$ cat config.mk
export PLATFORM = sky130hd
export DESIGN_NAME = asc_cfg
export DESIGN_NICKNAME = d
export VERILOG_FILES = /design/src/rtl/asc_pkg.sv /design/src/rtl/asc_cfg.sv
export SDC_FILE = /design/constraint.sdc
export NUM_CORES = 1
export LEC_CHECK = 0
export BUFFER_PORTS_ARGS = -buffer_cell sky130_fd_sc_hd__clkbuf_2
export CORE_MARGIN = 5
export CORE_UTILIZATION = 30
export CTS_BUF_LIST = sky130_fd_sc_hd__clkbuf_4 sky130_fd_sc_hd__clkbuf_8
export CTS_CLUSTER_SIZE = 40
export DETAILED_ROUTE_END_ITERATION = 8
export PLACE_DENSITY = 0.59
export SYNTH_ARGS = -nofsm -noshare
export SYNTH_HDL_FRONTEND = slang
export SYNTH_SLANG_ARGS = --single-unit
$ cat constraint.sdc
create_clock -name aclk -period 1.8 [get_ports aclk]
set_input_delay 0.36 -clock aclk [delete_from_list [all_inputs] [get_ports aclk]]
set_output_delay 0.36 -clock aclk [all_outputs]
set_load 0.02 [all_outputs]
$ cat src/rtl/asc_pkg.sv
package asc_pkg;

    localparam int DEFAULT_MAX_CHANNELS = 8;
    localparam int DEFAULT_SAMPLE_BITS  = 24;

    localparam int ENV_W         = 17;
    localparam int DB_FLOOR      = -40960;
    localparam int DB_CEIL       = 10240;
    localparam int K_DB_PER_LOG2 = 394566;
    localparam int K_LOG2_PER_DB = 2786635;
    localparam int ONE_Q16       = 65536;
    localparam int ITER_W        = 4;
    localparam int CFG_ADDR_W    = 3;
    localparam int CFG_DATA_W    = 24;

    localparam logic [16:0]        RST_WET_MIX   = 17'd65536;
    localparam logic signed [15:0] RST_THRESHOLD = -16'sd1536;
    localparam logic signed [14:0] RST_MAKEUP    = 15'sd0;
    localparam logic [13:0]        RST_KNEE      = 14'd512;
    localparam logic [16:0]        RST_INV_RATIO = 17'd21845;
    localparam logic [23:0]        RST_ATTACK    = 24'd16742300;
    localparam logic [23:0]        RST_RELEASE   = 24'd16773721;
    localparam logic [3:0]         RST_CHANNELS  = 4'd2;

    typedef enum logic [CFG_ADDR_W-1:0] {
        CFG_WET_MIX   = 3'd0,
        CFG_THRESHOLD = 3'd1,
        CFG_MAKEUP    = 3'd2,
        CFG_KNEE      = 3'd3,
        CFG_INV_RATIO = 3'd4,
        CFG_ATTACK    = 3'd5,
        CFG_RELEASE   = 3'd6,
        CFG_CHANNELS  = 3'd7
    } cfg_idx_t;

    typedef struct packed {
        logic [16:0]        wet_mix;
        logic signed [15:0] threshold_db;
        logic signed [14:0] makeup_gain_db;
        logic [13:0]        knee_width_db;
        logic [16:0]        inverse_ratio;
        logic [23:0]        attack_coef;
        logic [23:0]        release_coef;
        logic [3:0]         channel_count;
    } cfg_t;

    typedef enum logic [4:0] {
        OP_IDLE,
        OP_NORM,
        OP_LOG,
        OP_DBMUL,
        OP_DBFIN,
        OP_ENVMUL,
        OP_ENVUPD,
        OP_KNEE,
        OP_SQ,
        OP_NUM,
        OP_DIVINIT,
        OP_DIV,
        OP_GAIN,
        OP_PMUL,
        OP_PFIN,
        OP_EXP,
        OP_CMUL,
        OP_CSHIFT,
        OP_MIX1,
        OP_MIX2,
        OP_MIXFIN,
        OP_OUT
    } dp_op_t;

    typedef struct packed {
        dp_op_t            op;
        logic [ITER_W-1:0] iter;
    } dp_cmd_t;

    typedef struct packed {
        logic soft_knee;
        logic out_busy;
    } dp_status_t;

    // Roots of two: r(k) = isqrt(r(k-1) * 2^30), r(0) = 2^31, Q1.30.
    typedef logic [31:0] root_tab_t [16];

    function automatic logic [63:0] isqrt64(input logic [63:0] v);
        logic [63:0] rem;
        logic [63:0] r;
        logic [63:0] b;
        rem = v;
        r   = '0;
        b   = 64'd1 << 62;
        for (int i = 0; i < 32; i++) begin
            if (rem >= r + b) begin
                rem = rem - (r + b);
                r   = (r >> 1) + b;
            end else begin
                r = r >> 1;
            end
            b = b >> 2;
        end
        return r;
    endfunction

    function automatic root_tab_t gen_roots();
        root_tab_t   tab;
        logic [63:0] r;
        r = 64'd1 << 31;
        for (int k = 0; k < 16; k++) begin
            r      = isqrt64(r << 30);
            tab[k] = r[31:0];
        end
        return tab;
    endfunction

    localparam root_tab_t ROOTS = gen_roots();

endpackage

$ cat src/rtl/asc_cfg.sv
module asc_cfg (
    input  logic                           aclk,
    input  logic                           aresetn,
    input  logic                           cfg_valid,
    output logic                           cfg_ready,
    input  logic [asc_pkg::CFG_ADDR_W-1:0] cfg_index,
    input  logic [asc_pkg::CFG_DATA_W-1:0] cfg_data,
    output asc_pkg::cfg_t                  cfg
);
    import asc_pkg::*;

    cfg_t cfg_reg;

    assign cfg_ready = 1'b1;
    assign cfg       = cfg_reg;

    always_ff @(posedge aclk) begin
        if (!aresetn) begin
            cfg_reg.wet_mix        <= RST_WET_MIX;
            cfg_reg.threshold_db   <= RST_THRESHOLD;
            cfg_reg.makeup_gain_db <= RST_MAKEUP;
            cfg_reg.knee_width_db  <= RST_KNEE;
            cfg_reg.inverse_ratio  <= RST_INV_RATIO;
            cfg_reg.attack_coef    <= RST_ATTACK;
            cfg_reg.release_coef   <= RST_RELEASE;
            cfg_reg.channel_count  <= RST_CHANNELS;
        end else if (cfg_valid) begin
            unique case (cfg_idx_t'(cfg_index))
                CFG_WET_MIX:   cfg_reg.wet_mix        <= cfg_data[16:0];
                CFG_THRESHOLD: cfg_reg.threshold_db   <= cfg_data[15:0];
                CFG_MAKEUP:    cfg_reg.makeup_gain_db <= cfg_data[14:0];
                CFG_KNEE:      cfg_reg.knee_width_db  <= cfg_data[13:0];
                CFG_INV_RATIO: cfg_reg.inverse_ratio  <= cfg_data[16:0];
                CFG_ATTACK:    cfg_reg.attack_coef    <= cfg_data[23:0];
                CFG_RELEASE:   cfg_reg.release_coef   <= cfg_data[23:0];
                CFG_CHANNELS:  cfg_reg.channel_count  <= cfg_data[3:0];
                default: ;
            endcase
        end
    end

endmodule

==> metrics.txt <==
final max-slew violation count 0; post-layout instance count excluding filler cells 873; count of routing violations after the opening detailed-route iteration 116; DRT Pass-1 Iters 4; count of port buffers added during placement 160; commonest cells after routing, fill and taps aside sky130_fd_sc_hd__clkbuf_2, sky130_fd_sc_hd__mux2i_1, sky130_fd_sc_hd__dfxtp_1, sky130_fd_sc_hd__nand2_1, sky130_fd_sc_hd__nor2b_1; clock transition at the registers of the reported paths 0.08 ns; critical setup path kind flop to output port; global-route wire length before repair 22.7 mm; top cell type's share of synthesized area 0.518; share of the yosys chip area belonging to registers 0.518; area used by sequential logic in the layout 0.00262 mm2; number of buffers created by CTS 17; count of cells along the worst hold path 3; outcome complete, no violations; clock latency on the worst-skew pair 0.43 ns; starting utilization of the core area 0.305; vias after detailed routing 3860; number of flip-flops in the largest register 131; Clock Skew 0 ns; kind of cell with the highest combined delay on the critical path flip-flops; Crit path depth 1; count of synthesis-stage warnings from yosys 0; detailed-route wire length 14.3 mm; number of global-route vias before repair 4050; number of setup buffers added after CTS 0; most frequent standard cell in the layout excluding fill and tap cells sky130_fd_sc_hd__clkbuf_2; area of the multi-input gates 0.00226 mm2; final-report setup violation count 0; Syn Area/Cell 10.5 um2; post-synthesis instance area 0.00506 mm2; antenna violations before repair 0; Post-Syn Instances 482; placed instance count 841; Post-CTS Hold Buffers 0; Crit path buffers/inverters 1; standard-cell row count 47; CTS tree yes; number of H-tree levels 4; fmax 748 MHz; core footprint 0.0166 mm2; Die Height 140 um; average routed wire per standard cell 16.4 um; pin count of the biggest net entering global routing 46; remaining antenna violation count 0; Sum Neg Setup Slack 0 ns; pwr dens 915 mW/mm2; Die W 140 um; placed standard-cell area 0.00613 mm2; post-route standard cell area excluding fillers 0.00652 mm2; number of gates given a new drive strength after cts 0; Overflow after GRT 0; Critical Path AT 0.98 ns; DIE AREA 0.0196 mm2; unrepaired setup endpoints after global routing no; layout net count 670; largest fanout on the critical path 2; synthesized flop and latch total 131; routability congestion estimate 0.771; post-route clock period utilization 0.743; setup slack on the worst flop-to-flop path 1.15 ns; cell-by-cell trace of the critical path clkbuf_2; Register-to-Register Path Depth 2; Synthesized Nets 512; type of the tightest min-delay check input port to flop; hold violation total from the final report 0; Num Clock Sinks 131; source of the worst hold timing path cfg_data[23]; endpoint of the worst-slack reg-to-reg timing path cfg[56]$_SDFFE_PN1P_; CTS Buffer Depth 2; top area cells in the synthesized netlist sky130_fd_sc_hd__dfxtp_1, sky130_fd_sc_hd__mux2i_1, sky130_fd_sc_hd__nor2b_1; Distinct cells, synth 16; layout overhead on the synthesized area 28.9%; crit path capture type output port; startpoint class of the critical path flop; vias per inst 4.42; # diodes 0; Critical Path Max Stage Delay 0.35 ns; post-detail-place hpwl 10.6 mm; filler cell count 1672; library cell used as clock root buffer sky130_fd_sc_hd__clkbuf_8; max-cap violations 0; Boundary Pins 162; Critical R2R Launch cfg[56]$_SDFFE_PN1P_; layout cells sized above 1 0.323; most area-hungry cell type in the Yosys netlist sky130_fd_sc_hd__dfxtp_1; Pleak 0.00324 uW; highest-delay cell along the critical path sky130_fd_sc_hd__dfxtp_1; highest ir drop seen on vdd 0.404 mV; WHS 0.188 ns; destination of the worst hold path cfg[27]$_SDFFE_PN1P_; Crit path required time 1.44 ns; DRC errors left 0; time the final worst path needs with I/O delays and setup 1.34 ns; aggregate global-route resource usage 0.149
through the flow:
step	setup slack, ns	power [uW]	utilization
2_1_floorplan	0.258	3380	-
3_3_place_gp	0.215	3560	0.369
3_5_place_dp	0.199	3570	0.369
4_1_cts	0.411	6080	0.393
5_1_grt	0.391	6240	0.393
6_report	0.463	5970	0.393
layer usage:
metal / routed length (um) / global-route usage
met5: 0 / 0
met4: 278 / 0.0586
met3: 823 / 0.0473
met2: 6930 / 0.246
met1: 6320 / 0.180
synthesized netlist by cell type, drive strengths merged:
cell type,n
and4b,1
buf,19
clkbuf,19
conb,1
dfxtp,131
mux2i,131
nand2,96
nand4,1
nand4b,3
nand4bb,2
nor2b,75
nor4bb,2
or4b,1
how the worst max path moves through the flow:
stage | startpoint | end
after floorplan | cfg_index[1] | cfg[130]$_SDFFE_PN1P_
after global placement | cfg_index[0] | cfg[125]$_SDFFE_PN0P_
after detailed placement | cfg_index[0] | cfg[121]$_SDFFE_PN0P_
after CTS | cfg[18]$_SDFFE_PN1P_ | cfg[18]
after global routing | cfg[44]$_SDFFE_PN1P_ | cfg[44]
final | cfg[18]$_SDFFE_PN1P_ | cfg[18]
cells by family after synthesis:
kind of cell	count (synthesis)	synth area share
flops	131	0.518
mux	131	0.259
simple gates	181	0.183
buf+inv	38	0.0393
other cells	1	0.000741
cell type report:
cell class                 count  area share
tap                          220      0.0422
multi-input combinational    313       0.347
clock buffer                  19      0.0401
clock inverter                13      0.0207
timing repair buffer         177       0.148
sequential                   131       0.402
power breakdown:
group | total (uW) | internal (uW) | leakage, uW | switching (uW)
combinational | 502 | 190 | 0.00199 | 313
sequential | 3000 | 2960 | 0.00106 | 34.6
clock | 2470 | 1290 | 0.000189 | 1170
total | 5970 | 4450 | 0.00324 | 1520
Power figures use the tool's default switching activity.
