## config.mk

```make
export PLATFORM = sky130hd
export DESIGN_NAME = asc_ctrl
export DESIGN_NICKNAME = d
export VERILOG_FILES = /design/src/rtl/asc_pkg.sv /design/src/rtl/asc_ctrl.sv
export SDC_FILE = /design/constraint.sdc
export NUM_CORES = 1
export LEC_CHECK = 0
export ABC_CLOCK_PERIOD_IN_PS = 4400
export BUFFER_PORTS_ARGS = -buffer_cell sky130_fd_sc_hd__buf_2
export CORE_MARGIN = 4
export CORE_UTILIZATION = 50
export DETAILED_ROUTE_END_ITERATION = 8
export HOLD_SLACK_MARGIN = 0.08
export PLACE_DENSITY = 0.85
export RECOVER_POWER = 25
export SYNTH_ARGS = -nofsm -noshare
export SYNTH_HDL_FRONTEND = slang
export SYNTH_SLANG_ARGS = --single-unit
```

## constraint.sdc

```tcl
create_clock -name aclk -period 4.4 [get_ports aclk]
set_clock_uncertainty 0.05 [all_clocks]
set_input_delay 0.22 -clock aclk [delete_from_list [all_inputs] [get_ports aclk]]
set_output_delay 0.22 -clock aclk [all_outputs]
set_load 0.03 [all_outputs]
```

## src/rtl/asc_pkg.sv

```systemverilog
package asc_pkg;

    localparam int DEFAULT_MAX_CHANNELS = 8;
    localparam int DEFAULT_SAMPLE_BITS  = 24;

    localparam int ENV_W         = 17;
    localparam int DB_FLOOR      = -40960;
    localparam int DB_CEIL       = 10240;
    localparam int K_DB_PER_LOG2 = 394566;
    localparam int K_LOG2_PER_DB = 2786635;
    localparam int ONE_Q16       = 65536;
    localparam int ITER_W        = 4;
    localparam int CFG_ADDR_W    = 3;
    localparam int CFG_DATA_W    = 24;

    localparam logic [16:0]        RST_WET_MIX   = 17'd65536;
    localparam logic signed [15:0] RST_THRESHOLD = -16'sd1536;
    localparam logic signed [14:0] RST_MAKEUP    = 15'sd0;
    localparam logic [13:0]        RST_KNEE      = 14'd512;
    localparam logic [16:0]        RST_INV_RATIO = 17'd21845;
    localparam logic [23:0]        RST_ATTACK    = 24'd16742300;
    localparam logic [23:0]        RST_RELEASE   = 24'd16773721;
    localparam logic [3:0]         RST_CHANNELS  = 4'd2;

    typedef enum logic [CFG_ADDR_W-1:0] {
        CFG_WET_MIX   = 3'd0,
        CFG_THRESHOLD = 3'd1,
        CFG_MAKEUP    = 3'd2,
        CFG_KNEE      = 3'd3,
        CFG_INV_RATIO = 3'd4,
        CFG_ATTACK    = 3'd5,
        CFG_RELEASE   = 3'd6,
        CFG_CHANNELS  = 3'd7
    } cfg_idx_t;

    typedef struct packed {
        logic [16:0]        wet_mix;
        logic signed [15:0] threshold_db;
        logic signed [14:0] makeup_gain_db;
        logic [13:0]        knee_width_db;
        logic [16:0]        inverse_ratio;
        logic [23:0]        attack_coef;
        logic [23:0]        release_coef;
        logic [3:0]         channel_count;
    } cfg_t;

    typedef enum logic [4:0] {
        OP_IDLE,
        OP_NORM,
        OP_LOG,
        OP_DBMUL,
        OP_DBFIN,
        OP_ENVMUL,
        OP_ENVUPD,
        OP_KNEE,
        OP_SQ,
        OP_NUM,
        OP_DIVINIT,
        OP_DIV,
        OP_GAIN,
        OP_PMUL,
        OP_PFIN,
        OP_EXP,
        OP_CMUL,
        OP_CSHIFT,
        OP_MIX1,
        OP_MIX2,
        OP_MIXFIN,
        OP_OUT
    } dp_op_t;

    typedef struct packed {
        dp_op_t            op;
        logic [ITER_W-1:0] iter;
    } dp_cmd_t;

    typedef struct packed {
        logic soft_knee;
        logic out_busy;
    } dp_status_t;

    // Roots of two: r(k) = isqrt(r(k-1) * 2^30), r(0) = 2^31, Q1.30.
    typedef logic [31:0] root_tab_t [16];

    function automatic logic [63:0] isqrt64(input logic [63:0] v);
        logic [63:0] rem;
        logic [63:0] r;
        logic [63:0] b;
        rem = v;
        r   = '0;
        b   = 64'd1 << 62;
        for (int i = 0; i < 32; i++) begin
            if (rem >= r + b) begin
                rem = rem - (r + b);
                r   = (r >> 1) + b;
            end else begin
                r = r >> 1;
            end
            b = b >> 2;
        end
        return r;
    endfunction

    function automatic root_tab_t gen_roots();
        root_tab_t   tab;
        logic [63:0] r;
        r = 64'd1 << 31;
        for (int k = 0; k < 16; k++) begin
            r      = isqrt64(r << 30);
            tab[k] = r[31:0];
        end
        return tab;
    endfunction

    localparam root_tab_t ROOTS = gen_roots();

endpackage

```

## src/rtl/asc_ctrl.sv

```systemverilog
module asc_ctrl (
    input  logic                aclk,
    input  logic                aresetn,
    input  logic                s_tvalid,
    output logic                s_tready,
    input  asc_pkg::dp_status_t status,
    output asc_pkg::dp_cmd_t    cmd
);
    import asc_pkg::*;

    typedef enum logic [4:0] {
        ST_IDLE, ST_NORM, ST_LOG, ST_DBMUL, ST_DBFIN, ST_ENVMUL, ST_ENVUPD,
        ST_KNEE, ST_SQ, ST_NUM, ST_DIVINIT, ST_DIV, ST_GAIN, ST_PMUL, ST_PFIN,
        ST_EXP, ST_CMUL, ST_CSHIFT, ST_MIX1, ST_MIX2, ST_MIXFIN, ST_OUT
    } state_t;

    localparam logic [ITER_W-1:0] ITER_LAST = '1;

    state_t            state_reg;
    logic [ITER_W-1:0] iter_reg;
    dp_op_t            op;

    always_comb begin
        unique case (state_reg)
            ST_IDLE:    op = OP_IDLE;
            ST_NORM:    op = OP_NORM;
            ST_LOG:     op = OP_LOG;
            ST_DBMUL:   op = OP_DBMUL;
            ST_DBFIN:   op = OP_DBFIN;
            ST_ENVMUL:  op = OP_ENVMUL;
            ST_ENVUPD:  op = OP_ENVUPD;
            ST_KNEE:    op = OP_KNEE;
            ST_SQ:      op = OP_SQ;
            ST_NUM:     op = OP_NUM;
            ST_DIVINIT: op = OP_DIVINIT;
            ST_DIV:     op = OP_DIV;
            ST_GAIN:    op = OP_GAIN;
            ST_PMUL:    op = OP_PMUL;
            ST_PFIN:    op = OP_PFIN;
            ST_EXP:     op = OP_EXP;
            ST_CMUL:    op = OP_CMUL;
            ST_CSHIFT:  op = OP_CSHIFT;
            ST_MIX1:    op = OP_MIX1;
            ST_MIX2:    op = OP_MIX2;
            ST_MIXFIN:  op = OP_MIXFIN;
            ST_OUT:     op = OP_OUT;
            default:    op = OP_IDLE;
        endcase
    end

    assign cmd.op   = op;
    assign cmd.iter = iter_reg;
    assign s_tready = (state_reg == ST_IDLE);

    always_ff @(posedge aclk) begin
        if (!aresetn) begin
            state_reg <= ST_IDLE;
            iter_reg  <= '0;
        end else begin
            unique case (state_reg)
                ST_IDLE:    if (s_tvalid) state_reg <= ST_NORM;
                ST_NORM: begin
                    state_reg <= ST_LOG;
                    iter_reg  <= '0;
                end
                ST_LOG: begin
                    iter_reg <= iter_reg + 1'b1;
                    if (iter_reg == ITER_LAST) state_reg <= ST_DBMUL;
                end
                ST_DBMUL:   state_reg <= ST_DBFIN;
                ST_DBFIN:   state_reg <= ST_ENVMUL;
                ST_ENVMUL:  state_reg <= ST_ENVUPD;
                ST_ENVUPD:  state_reg <= ST_KNEE;
                ST_KNEE:    state_reg <= ST_SQ;
                // knee decision is registered by now
                ST_SQ:      state_reg <= status.soft_knee ? ST_NUM : ST_GAIN;
                ST_NUM:     state_reg <= ST_DIVINIT;
                ST_DIVINIT: begin
                    state_reg <= ST_DIV;
                    iter_reg  <= '0;
                end
                ST_DIV: begin
                    iter_reg <= iter_reg + 1'b1;
                    if (iter_reg == ITER_LAST) state_reg <= ST_GAIN;
                end
                ST_GAIN:    state_reg <= ST_PMUL;
                ST_PMUL:    state_reg <= ST_PFIN;
                ST_PFIN: begin
                    state_reg <= ST_EXP;
                    iter_reg  <= '0;
                end
                ST_EXP: begin
                    iter_reg <= iter_reg + 1'b1;
                    if (iter_reg == ITER_LAST) state_reg <= ST_CMUL;
                end
                ST_CMUL:    state_reg <= ST_CSHIFT;
                ST_CSHIFT:  state_reg <= ST_MIX1;
                ST_MIX1:    state_reg <= ST_MIX2;
                ST_MIX2:    state_reg <= ST_MIXFIN;
                ST_MIXFIN:  state_reg <= ST_OUT;
                ST_OUT:     if (!status.out_busy) state_reg <= ST_IDLE;
                default:    state_reg <= ST_IDLE;
            endcase
        end
    end

endmodule

```

==> results of run 1 <==
cell usage after synthesis:
| master | number | area (um^2) |
|---|---|---|
| xnor2_1 | 1 | 8.76 |
| o211ai_2 | 1 | 12.5 |
| o2111ai_1 | 1 | 8.76 |
| clkbuf_1 | 3 | 11.3 |
| nand2_1 | 6 | 22.5 |
| a21boi_0 | 1 | 7.51 |
| buf_2 | 2 | 10.0 |
| nand2b_1 | 3 | 18.8 |
| o21bai_1 | 2 | 15.0 |
| a21oi_1 | 7 | 35.0 |
| or4b_1 | 1 | 10.0 |
| o21a_1 | 1 | 7.51 |
| o211a_1 | 1 | 10.0 |
| o211ai_1 | 1 | 7.51 |
| nand3b_1 | 1 | 7.51 |
| nor2_1 | 2 | 7.51 |
| and3_1 | 2 | 12.5 |
| inv_1 | 4 | 15.0 |
| nand3_1 | 5 | 25.0 |
| ha_1 | 1 | 12.5 |
| nor3_1 | 4 | 20.0 |
| nor3b_1 | 1 | 7.51 |
| o21ai_0 | 5 | 25.0 |
| a31oi_1 | 2 | 12.5 |
| a311oi_1 | 1 | 8.76 |
| or2_2 | 2 | 12.5 |
| a32o_1 | 1 | 10.0 |
| a211oi_1 | 4 | 30.0 |
| and2_1 | 2 | 12.5 |
| a22oi_1 | 2 | 15.0 |
| dfxtp_1 | 14 | 280 |
| a22o_1 | 2 | 17.5 |
| o22ai_1 | 1 | 6.26 |
| mux2i_1 | 2 | 20.0 |
| nor2b_1 | 4 | 25.0 |
critical path: stages, from the launching register on:
cell and delay, ns:
dfxtp_1 0.46, or4b_1 0.58, o2111ai_1 0.10, a22oi_1 0.13, a211oi_1 0.30
metrics by stage:
step / worst slack [ns] / hold slack (ns) / area (um^2)
global placement: 2.81 / 0.434 / 836
detailed placement: 2.66 / 0.465 / 836
finish: 2.67 / 0.211 / 865
global route: 2.49 / 0.213 / 865
floorplan: 2.87 / 0.316 / 768
CTS: 2.65 / 0.211 / 872
power groups by stage:
stage	clock network [uW]	logic, uW	registers [uW]
final	88.4	264	215
after global routing	100	296	226
after CTS	91.7	270	215
after detailed placement	0	270	218
after global placement	0	262	214
after floorplan	0	206	221
cell families after synthesis:
group           after synthesis  share of synthesized area, %
compound gates               33                          29.8
simple gates                 33                          23.6
flops                        14                          36.5
buf+inv                       9                          4.72
mux                           2                          2.61
xor+xnor                      1                          1.14
fa+ha+maj                     1                          1.63
final timing paths:
kind | cells after the start | end | from
setup reg to reg | 4 | op[2] | state_reg[0]
setup / recovery | 4 | op[2] | state_reg[0]
hold / removal | 2 | state_reg[4] | aresetn
hold reg to reg | 1 | iter_reg[2] | iter_reg[2]
layer usage:
layer	track usage (%)	wire [um]	vias to the layer above
li1	-	-	369
met1	20.9	730	330
met3	5.75	79	2
met5	0	0	-
met2	28.7	788	12
met4	6.08	11	0
final cells by class:
type	count	area [um^2]
tap	15	18.8
timing repair buffer	14	62.6
multi-input combinational	70	452
clock buffer	4	36.3
fill	146	502
sequential	14	280
inverter	4	15.0
==> impl_metrics.toml, run 1 <==
[timing]
relSlewSlack_pct = 67.8
grt_setup_unrepaired = "false"
fmax_mhz = 578
finalSetupViolations = 0
period_needed_ns = 1.73
drv_slew = 0
fin_setup_tns_ns = 0
finalCritPeriodShare_pct = 39.3
worstMarginPinSlew_ns = 0.482
hold_viol_final = 0

[place]
place.gp.congestion = 0.760
io_buffers = 14
dpl.hpwl_um = 1230
placed_cells = 117

[setup_path]
cp-end-kind = "register"
reg2reg_setup_slack_ns = 2.67
worstSetupStartpointType = "register"
cp_data_required_time_ns = 4.52
cp_max_fo = 17
critPathKind = "reg2reg"
arrival_ns = 1.85

[power_and_ir_drop]
p_leak_uw = 0.000348
max-vdd-ir-drop_mv = 0.358
pwr-share-clk_pct = 15.6
swShare_pct = 44.8
intPower_uw = 313
total_power_uw = 568
switchingPower_uw = 254
p_per_area_nw_per_um2 = 657
combPwrFrac_pct = 46.5
pwr-share-seq_pct = 37.9

[cts]
h-tree-depth = 1
postCtsResizedCells = 0
cts_made_buffers = 3
clock_latency_ns = 0.27
clock_sinks = 14
post_cts.repair.setup_buffers = 0
ctsRootBufferMaster = "clkbuf_4"
cts_tree = "done"
cts_hold_buffers = 0
clkTransAtPathRegs_ns = 0.08
clock_path_buffers = 2

[route]
drc = 0
wl_per_cell_um = 13.3
drt_pass1_iterations = 4
drt_iter0_drc = 11
routed_wl_um = 1610
route.vias.total = 713
avgViaCountPerCell = 5.89
ant_nets = 0

[yosys]
synth_area_um2 = 768
syn_area_per_cell_um2 = 8.26
ys_ff_latch = 14
syn_inst = 93
syn_nets = 99
ys_seq_area_share_pct = 36.5
ys_warn_count = 0
synthDistinctLibCells = 35

[run]
cap_violations = 0

[final_layout]
layoutNonFillerInstCount = 121
layout.nets = 113
antenna_cells = 0
areaGrowthSynthToFinish_pct = 12.5
fin_util_pct = 63.3
drive_above_1_share_pct = 14.2
layout_common_cells = "14 x dfxtp_1, 8 x buf_2, 7 x a21oi_1"
final_common_cell = "dfxtp_1"

[floorplan]
start_util_pct = 56.2
num_rows = 13
die_w_um = 47.2
die_area_um2 = 2230
ios = 15
die_h_um = 47.2
core_area_um2 = 1370

[outcome]
status = "finished, final reports clean"

[grt]
grt_pass1_vias = 625
grt-ovfl-total = 0
grt_usage_pct = 17.3
antenna_found_initial = 0
grt_start_max_net_pins = 18
grt_first_pass_wirelength_um = 2680

[min_path]
hold_class = "in2reg"
Note: power is estimated with default switching activity, not from simulation.
==> inputs of run 2 (changes only) <==
- ABC_CLOCK_PERIOD_IN_PS: 4400 -> 1600
- clock period: 4.4 -> 1.6 ns (I/O delays scaled with it)
==> run 2 against run 1 <==
Compared with the run above: combinational power increased to 3.5 times the previous value; sequential share of layout area decreased by 2.1 points; count of clock-buffer cells in the layout unchanged; critical path type unchanged; critical endpoint unchanged.
==> impl_metrics.toml, run 2 (synthesis results as in run 1) <==
[outcome]
status = "finished, final reports clean"

[setup_path]
critPathKind = "reg2reg"
cpPeakStageDelay_ns = 0.52
arrival_ns = 1.64
cp_slowest_cell = "or4b_1"
crit_chain = "or4b_1 -> o2111ai_1 -> a22oi_1 -> a211oi_1"
cp-end-kind = "register"
cp_data_required_time_ns = 1.75
worstSetupStartpointType = "register"
cp_max_fo = 13

[floorplan]
die_area_um2 = 2230
core_area_um2 = 1370
ios = 15
die_w_um = 47.2
num_rows = 13
die_h_um = 47.2
start_util_pct = 56.2

[final_layout]
post-route-cell-area_um2 = 946
layoutNonFillerInstCount = 130
antenna_cells = 0
layout_common_cells = "11 x dfxtp_1, 8 x buf_2, 8 x buf_4"
final_common_cell = "dfxtp_1"
areaGrowthSynthToFinish_pct = 23.1
drive_above_1_share_pct = 23.5
layout.nets = 122

[place]
place_area_um2 = 896
placed_cells = 125
dpl.hpwl_um = 1430
place.gp.congestion = 0.885
io_buffers = 14

[cts]
ctsRootBufferMaster = "clkbuf_4"
clock_latency_ns = 0.28
clock_path_buffers = 2
clock_sinks = 14
h-tree-depth = 1
clkTransAtPathRegs_ns = 0.08
cts_tree = "done"
post_cts.repair.setup_buffers = 0
cts_made_buffers = 3

[route]
drc = 0
route.vias.total = 783
drt_iter0_drc = 15
drt_pass1_iterations = 4
ant_nets = 0
wl_per_cell_um = 14.2
routed_wl_um = 1850
avgViaCountPerCell = 6.02

[timing]
hold_viol_final = 0
fin_setup_tns_ns = 0
finalSetupViolations = 0
relSlewSlack_pct = 75.6
finalCritPeriodShare_pct = 93.5
period_needed_ns = 1.50
grt_setup_unrepaired = "false"
worstMarginPinSlew_ns = 0.368
fmax_mhz = 669
drv_slew = 0

[grt]
grt-ovfl-total = 0
grt_usage_pct = 19.7
grt_pass1_vias = 676
antenna_found_initial = 0
grt_start_max_net_pins = 14
grt_first_pass_wirelength_um = 3040

[power_and_ir_drop]
p_per_area_nw_per_um2 = 1850
switchingPower_uw = 768
intPower_uw = 981
p_leak_uw = 0.000396
max-vdd-ir-drop_mv = 1.09
swShare_pct = 43.9
combPwrFrac_pct = 53.1
total_power_uw = 1750
pwr-share-seq_pct = 32.8
pwr-share-clk_pct = 14.1

[min_path]
hold_class = "in2reg"

[run]
cap_violations = 0
[run 2: metrics by stage]
step                utilization [%]  setup WS (ns)  hold slack (ns)
finish                         69.2          0.104            0.263
global route                   69.2         0.0144            0.262
CTS                            69.0         0.0231            0.235
detailed placement             65.6         0.0411            0.352
global placement               65.6         0.0888            0.344
floorplan                         -         0.0654            0.176
[run 2: critical path: cells and delay by family (launching register included)]
family,cells,cell delay (ns)
AND/OR/NAND/NOR,1,0.52
AO/OA/AOI/OAI,3,0.46
flip-flops,1,0.39
[run 2: final timing paths]
check,cells after the start,from,slack [ns],end
setup / recovery,4,state_reg[0],0.10,op[2]
hold / removal,4,status[0],0.26,op[0]
setup reg to reg,4,state_reg[0],0.10,op[2]
hold reg to reg,1,iter_reg[2],0.46,iter_reg[2]
[run 2: metal layers]
layer / part of all wire (%) / wire length (um) / vias to the layer above / GRT usage, %
li1: - / - / 395 / -
met1: 43 / 800 / 357 / 24.7
met2: 48 / 897 / 29 / 30.4
met3: 7.6 / 140 / 2 / 8.43
met4: 0.70 / 13 / 0 / 6.63
met5: 0 / 0 / - / 0
[run 2: final cells by class]
| type | count | area, um^2 |
|---|---|---|
| well taps | 15 | 18.8 |
| fillers | 132 | 420 |
| clock buffers | 4 | 36.3 |
| flip-flops and latches | 14 | 287 |
| multi-input cells | 70 | 457 |
| inverters | 4 | 15.0 |
| repair buffers | 23 | 133 |
[run 2: what timing repair did]
action / 4_1_cts / 5_1_grt
gates resized for setup: 0 / 5
hold endpoints to repair: 3 / 0
hold buffers: 1 / 0
endpoints found under the setup margin: 0 / 12
[run 2: power groups by stage]
| stage | sequential (uW) | combinational (uW) | clock [uW] |
|---|---|---|---|
| after global placement | 551 | 903 | 0 |
| after floorplan | 607 | 567 | 0 |
| after CTS | 552 | 933 | 254 |
| after detailed placement | 559 | 927 | 0 |
| final | 574 | 929 | 246 |
| after global routing | 586 | 1040 | 282 |
==> inputs of run 3 (changes only) <==
- ABC_CLOCK_PERIOD_IN_PS: 1600 -> 1800
- CTS_CLUSTER_SIZE: not set -> 30
- clock period: 1.6 -> 1.8 ns (I/O delays scaled with it)
==> run 3 against run 2 <==
Compared with the run above: setup slack better by 0.038 ns; via count is 4.6% lower; critical path type unchanged; count of clock-buffer cells in the layout fell by 1; highest routed layer unchanged.
==> impl_metrics.toml, run 3 (synthesis results as in run 1) <==
[power_and_ir_drop]
max-vdd-ir-drop_mv = 0.823
p_per_area_nw_per_um2 = 1580
total_power_uw = 1380
p_leak_uw = 0.000360

[final_layout]
layout.nets = 116
drive_above_1_share_pct = 15.7
layoutNonFillerInstCount = 123
layout_common_cells = "14 x dfxtp_1, 9 x buf_2, 7 x a21oi_1"
antenna_cells = 0
final_common_cell = "dfxtp_1"
areaGrowthSynthToFinish_pct = 14.2

[place]
io_buffers = 14
dpl.hpwl_um = 1230
placed_cells = 119
place.gp.congestion = 0.840

[cts]
clkTransAtPathRegs_ns = 0.08
clock_sinks = 14
post_cts.repair.setup_buffers = 0
cts_hold_buffers = 1
postCtsResizedCells = 0
clock_latency_ns = 0.27
clock_path_buffers = 2
ctsRootBufferMaster = "clkbuf_4"
cts_tree = "done"
cts_made_buffers = 3
h-tree-depth = 1

[floorplan]
num_rows = 13
die_w_um = 47.2
core_area_um2 = 1370
die_area_um2 = 2230
start_util_pct = 56.2
die_h_um = 47.2
ios = 15

[timing]
relSlewSlack_pct = 67.5
grt_setup_unrepaired = "false"
fin_setup_tns_ns = 0
finalSetupViolations = 0
finalCritPeriodShare_pct = 92.1
hold_viol_final = 0
period_needed_ns = 1.66
fmax_mhz = 603
worstMarginPinSlew_ns = 0.487
drv_slew = 0

[setup_path]
cp_data_required_time_ns = 1.94
critical_path.most_common_cell = "and2_1"
cpPeakStageDelay_ns = 0.63
critPathBufInv = 0
crit_chain = "and2_1 -> o211ai_2 -> and2_1 -> a211oi_1"
reg2reg_setup_slack_ns = 0.14
critPathKind = "reg2reg"
arrival_ns = 1.80
cp_slowest_cell = "dfxtp_1"
crit_family = "flip-flops"
worstSetupStartpointType = "register"
cp_max_fo = 17
cp-end-kind = "register"

[route]
route.vias.total = 747
drc = 0
wl_per_cell_um = 13.8
avgViaCountPerCell = 6.07
ant_nets = 0
routed_wl_um = 1700
drt_pass1_iterations = 4
drt_iter0_drc = 17

[grt]
grt_usage_pct = 17.1
grt_pass1_vias = 689
grt-ovfl-total = 0
grt_start_max_net_pins = 18
antenna_found_initial = 0
grt_first_pass_wirelength_um = 2640

[outcome]
status = "finished, final reports clean"

[run]
cap_violations = 0

[min_path]
hold_class = "in2reg"
## run 3: cell types whose count changed in the layout (fill, tap and decap cells not counted)
cell,change
buf_4,-6
dfxtp_1,+3
dfxtp_2,-2
buf_2,+1
clkbuf_1,-1
clkbuf_8,-1
dfxtp_4,-1
nor3_1,+1
nor3_2,-1
## run 3: tightest hold or removal path, stage by stage
cell	delay, ns
buf_2	0.09
nor3_1	0.03
o21ai_0	0.15
nand2_1	0.08
mux2i_1	0.11
## run 3: through the flow
step | area (um^2) | worst slack, ns | hold slack (ns) | util (%)
after global routing | 877 | 0.00123 | 0.301 | 64.2
after CTS | 883 | 0.162 | 0.264 | 64.7
after global placement | 851 | 0.242 | 0.354 | 62.3
final | 877 | 0.142 | 0.271 | 64.2
after detailed placement | 851 | 0.180 | 0.358 | 62.3
after floorplan | 768 | 0.265 | 0.186 | -
## run 3: final timing paths
| path | depth (start not counted) | from | end |
|---|---|---|---|
| setup / recovery | 4 | state_reg[0] | state_reg[2] |
| hold / removal | 5 | status[1] | op[0] |
| hold reg to reg | 1 | iter_reg[2] | iter_reg[2] |
| setup reg to reg | 4 | state_reg[0] | state_reg[2] |
## run 3: routing by layer
metal	GRT usage, %	up-vias	part of all wire [%]
met5	0	-	0
met4	11.0	0	0.65
met3	7.66	2	4.5
met2	26.3	11	49
met1	19.1	357	46
li1	-	377	-
## run 3: power breakdown
part	switching (uW)	internal, uW	leakage (uW)
clock	91.3	77.5	0.0000138
sequential	124	388	0.000115
combinational	422	280	0.000231
## run 3: final cells by class
class,count,area [um^2]
tap,15,18.8
fill,136,489
timing repair buffer,17,88.8
inverter,4,15.0
sequential,14,280
clock buffer,3,22.5
multi-input combinational,70,452
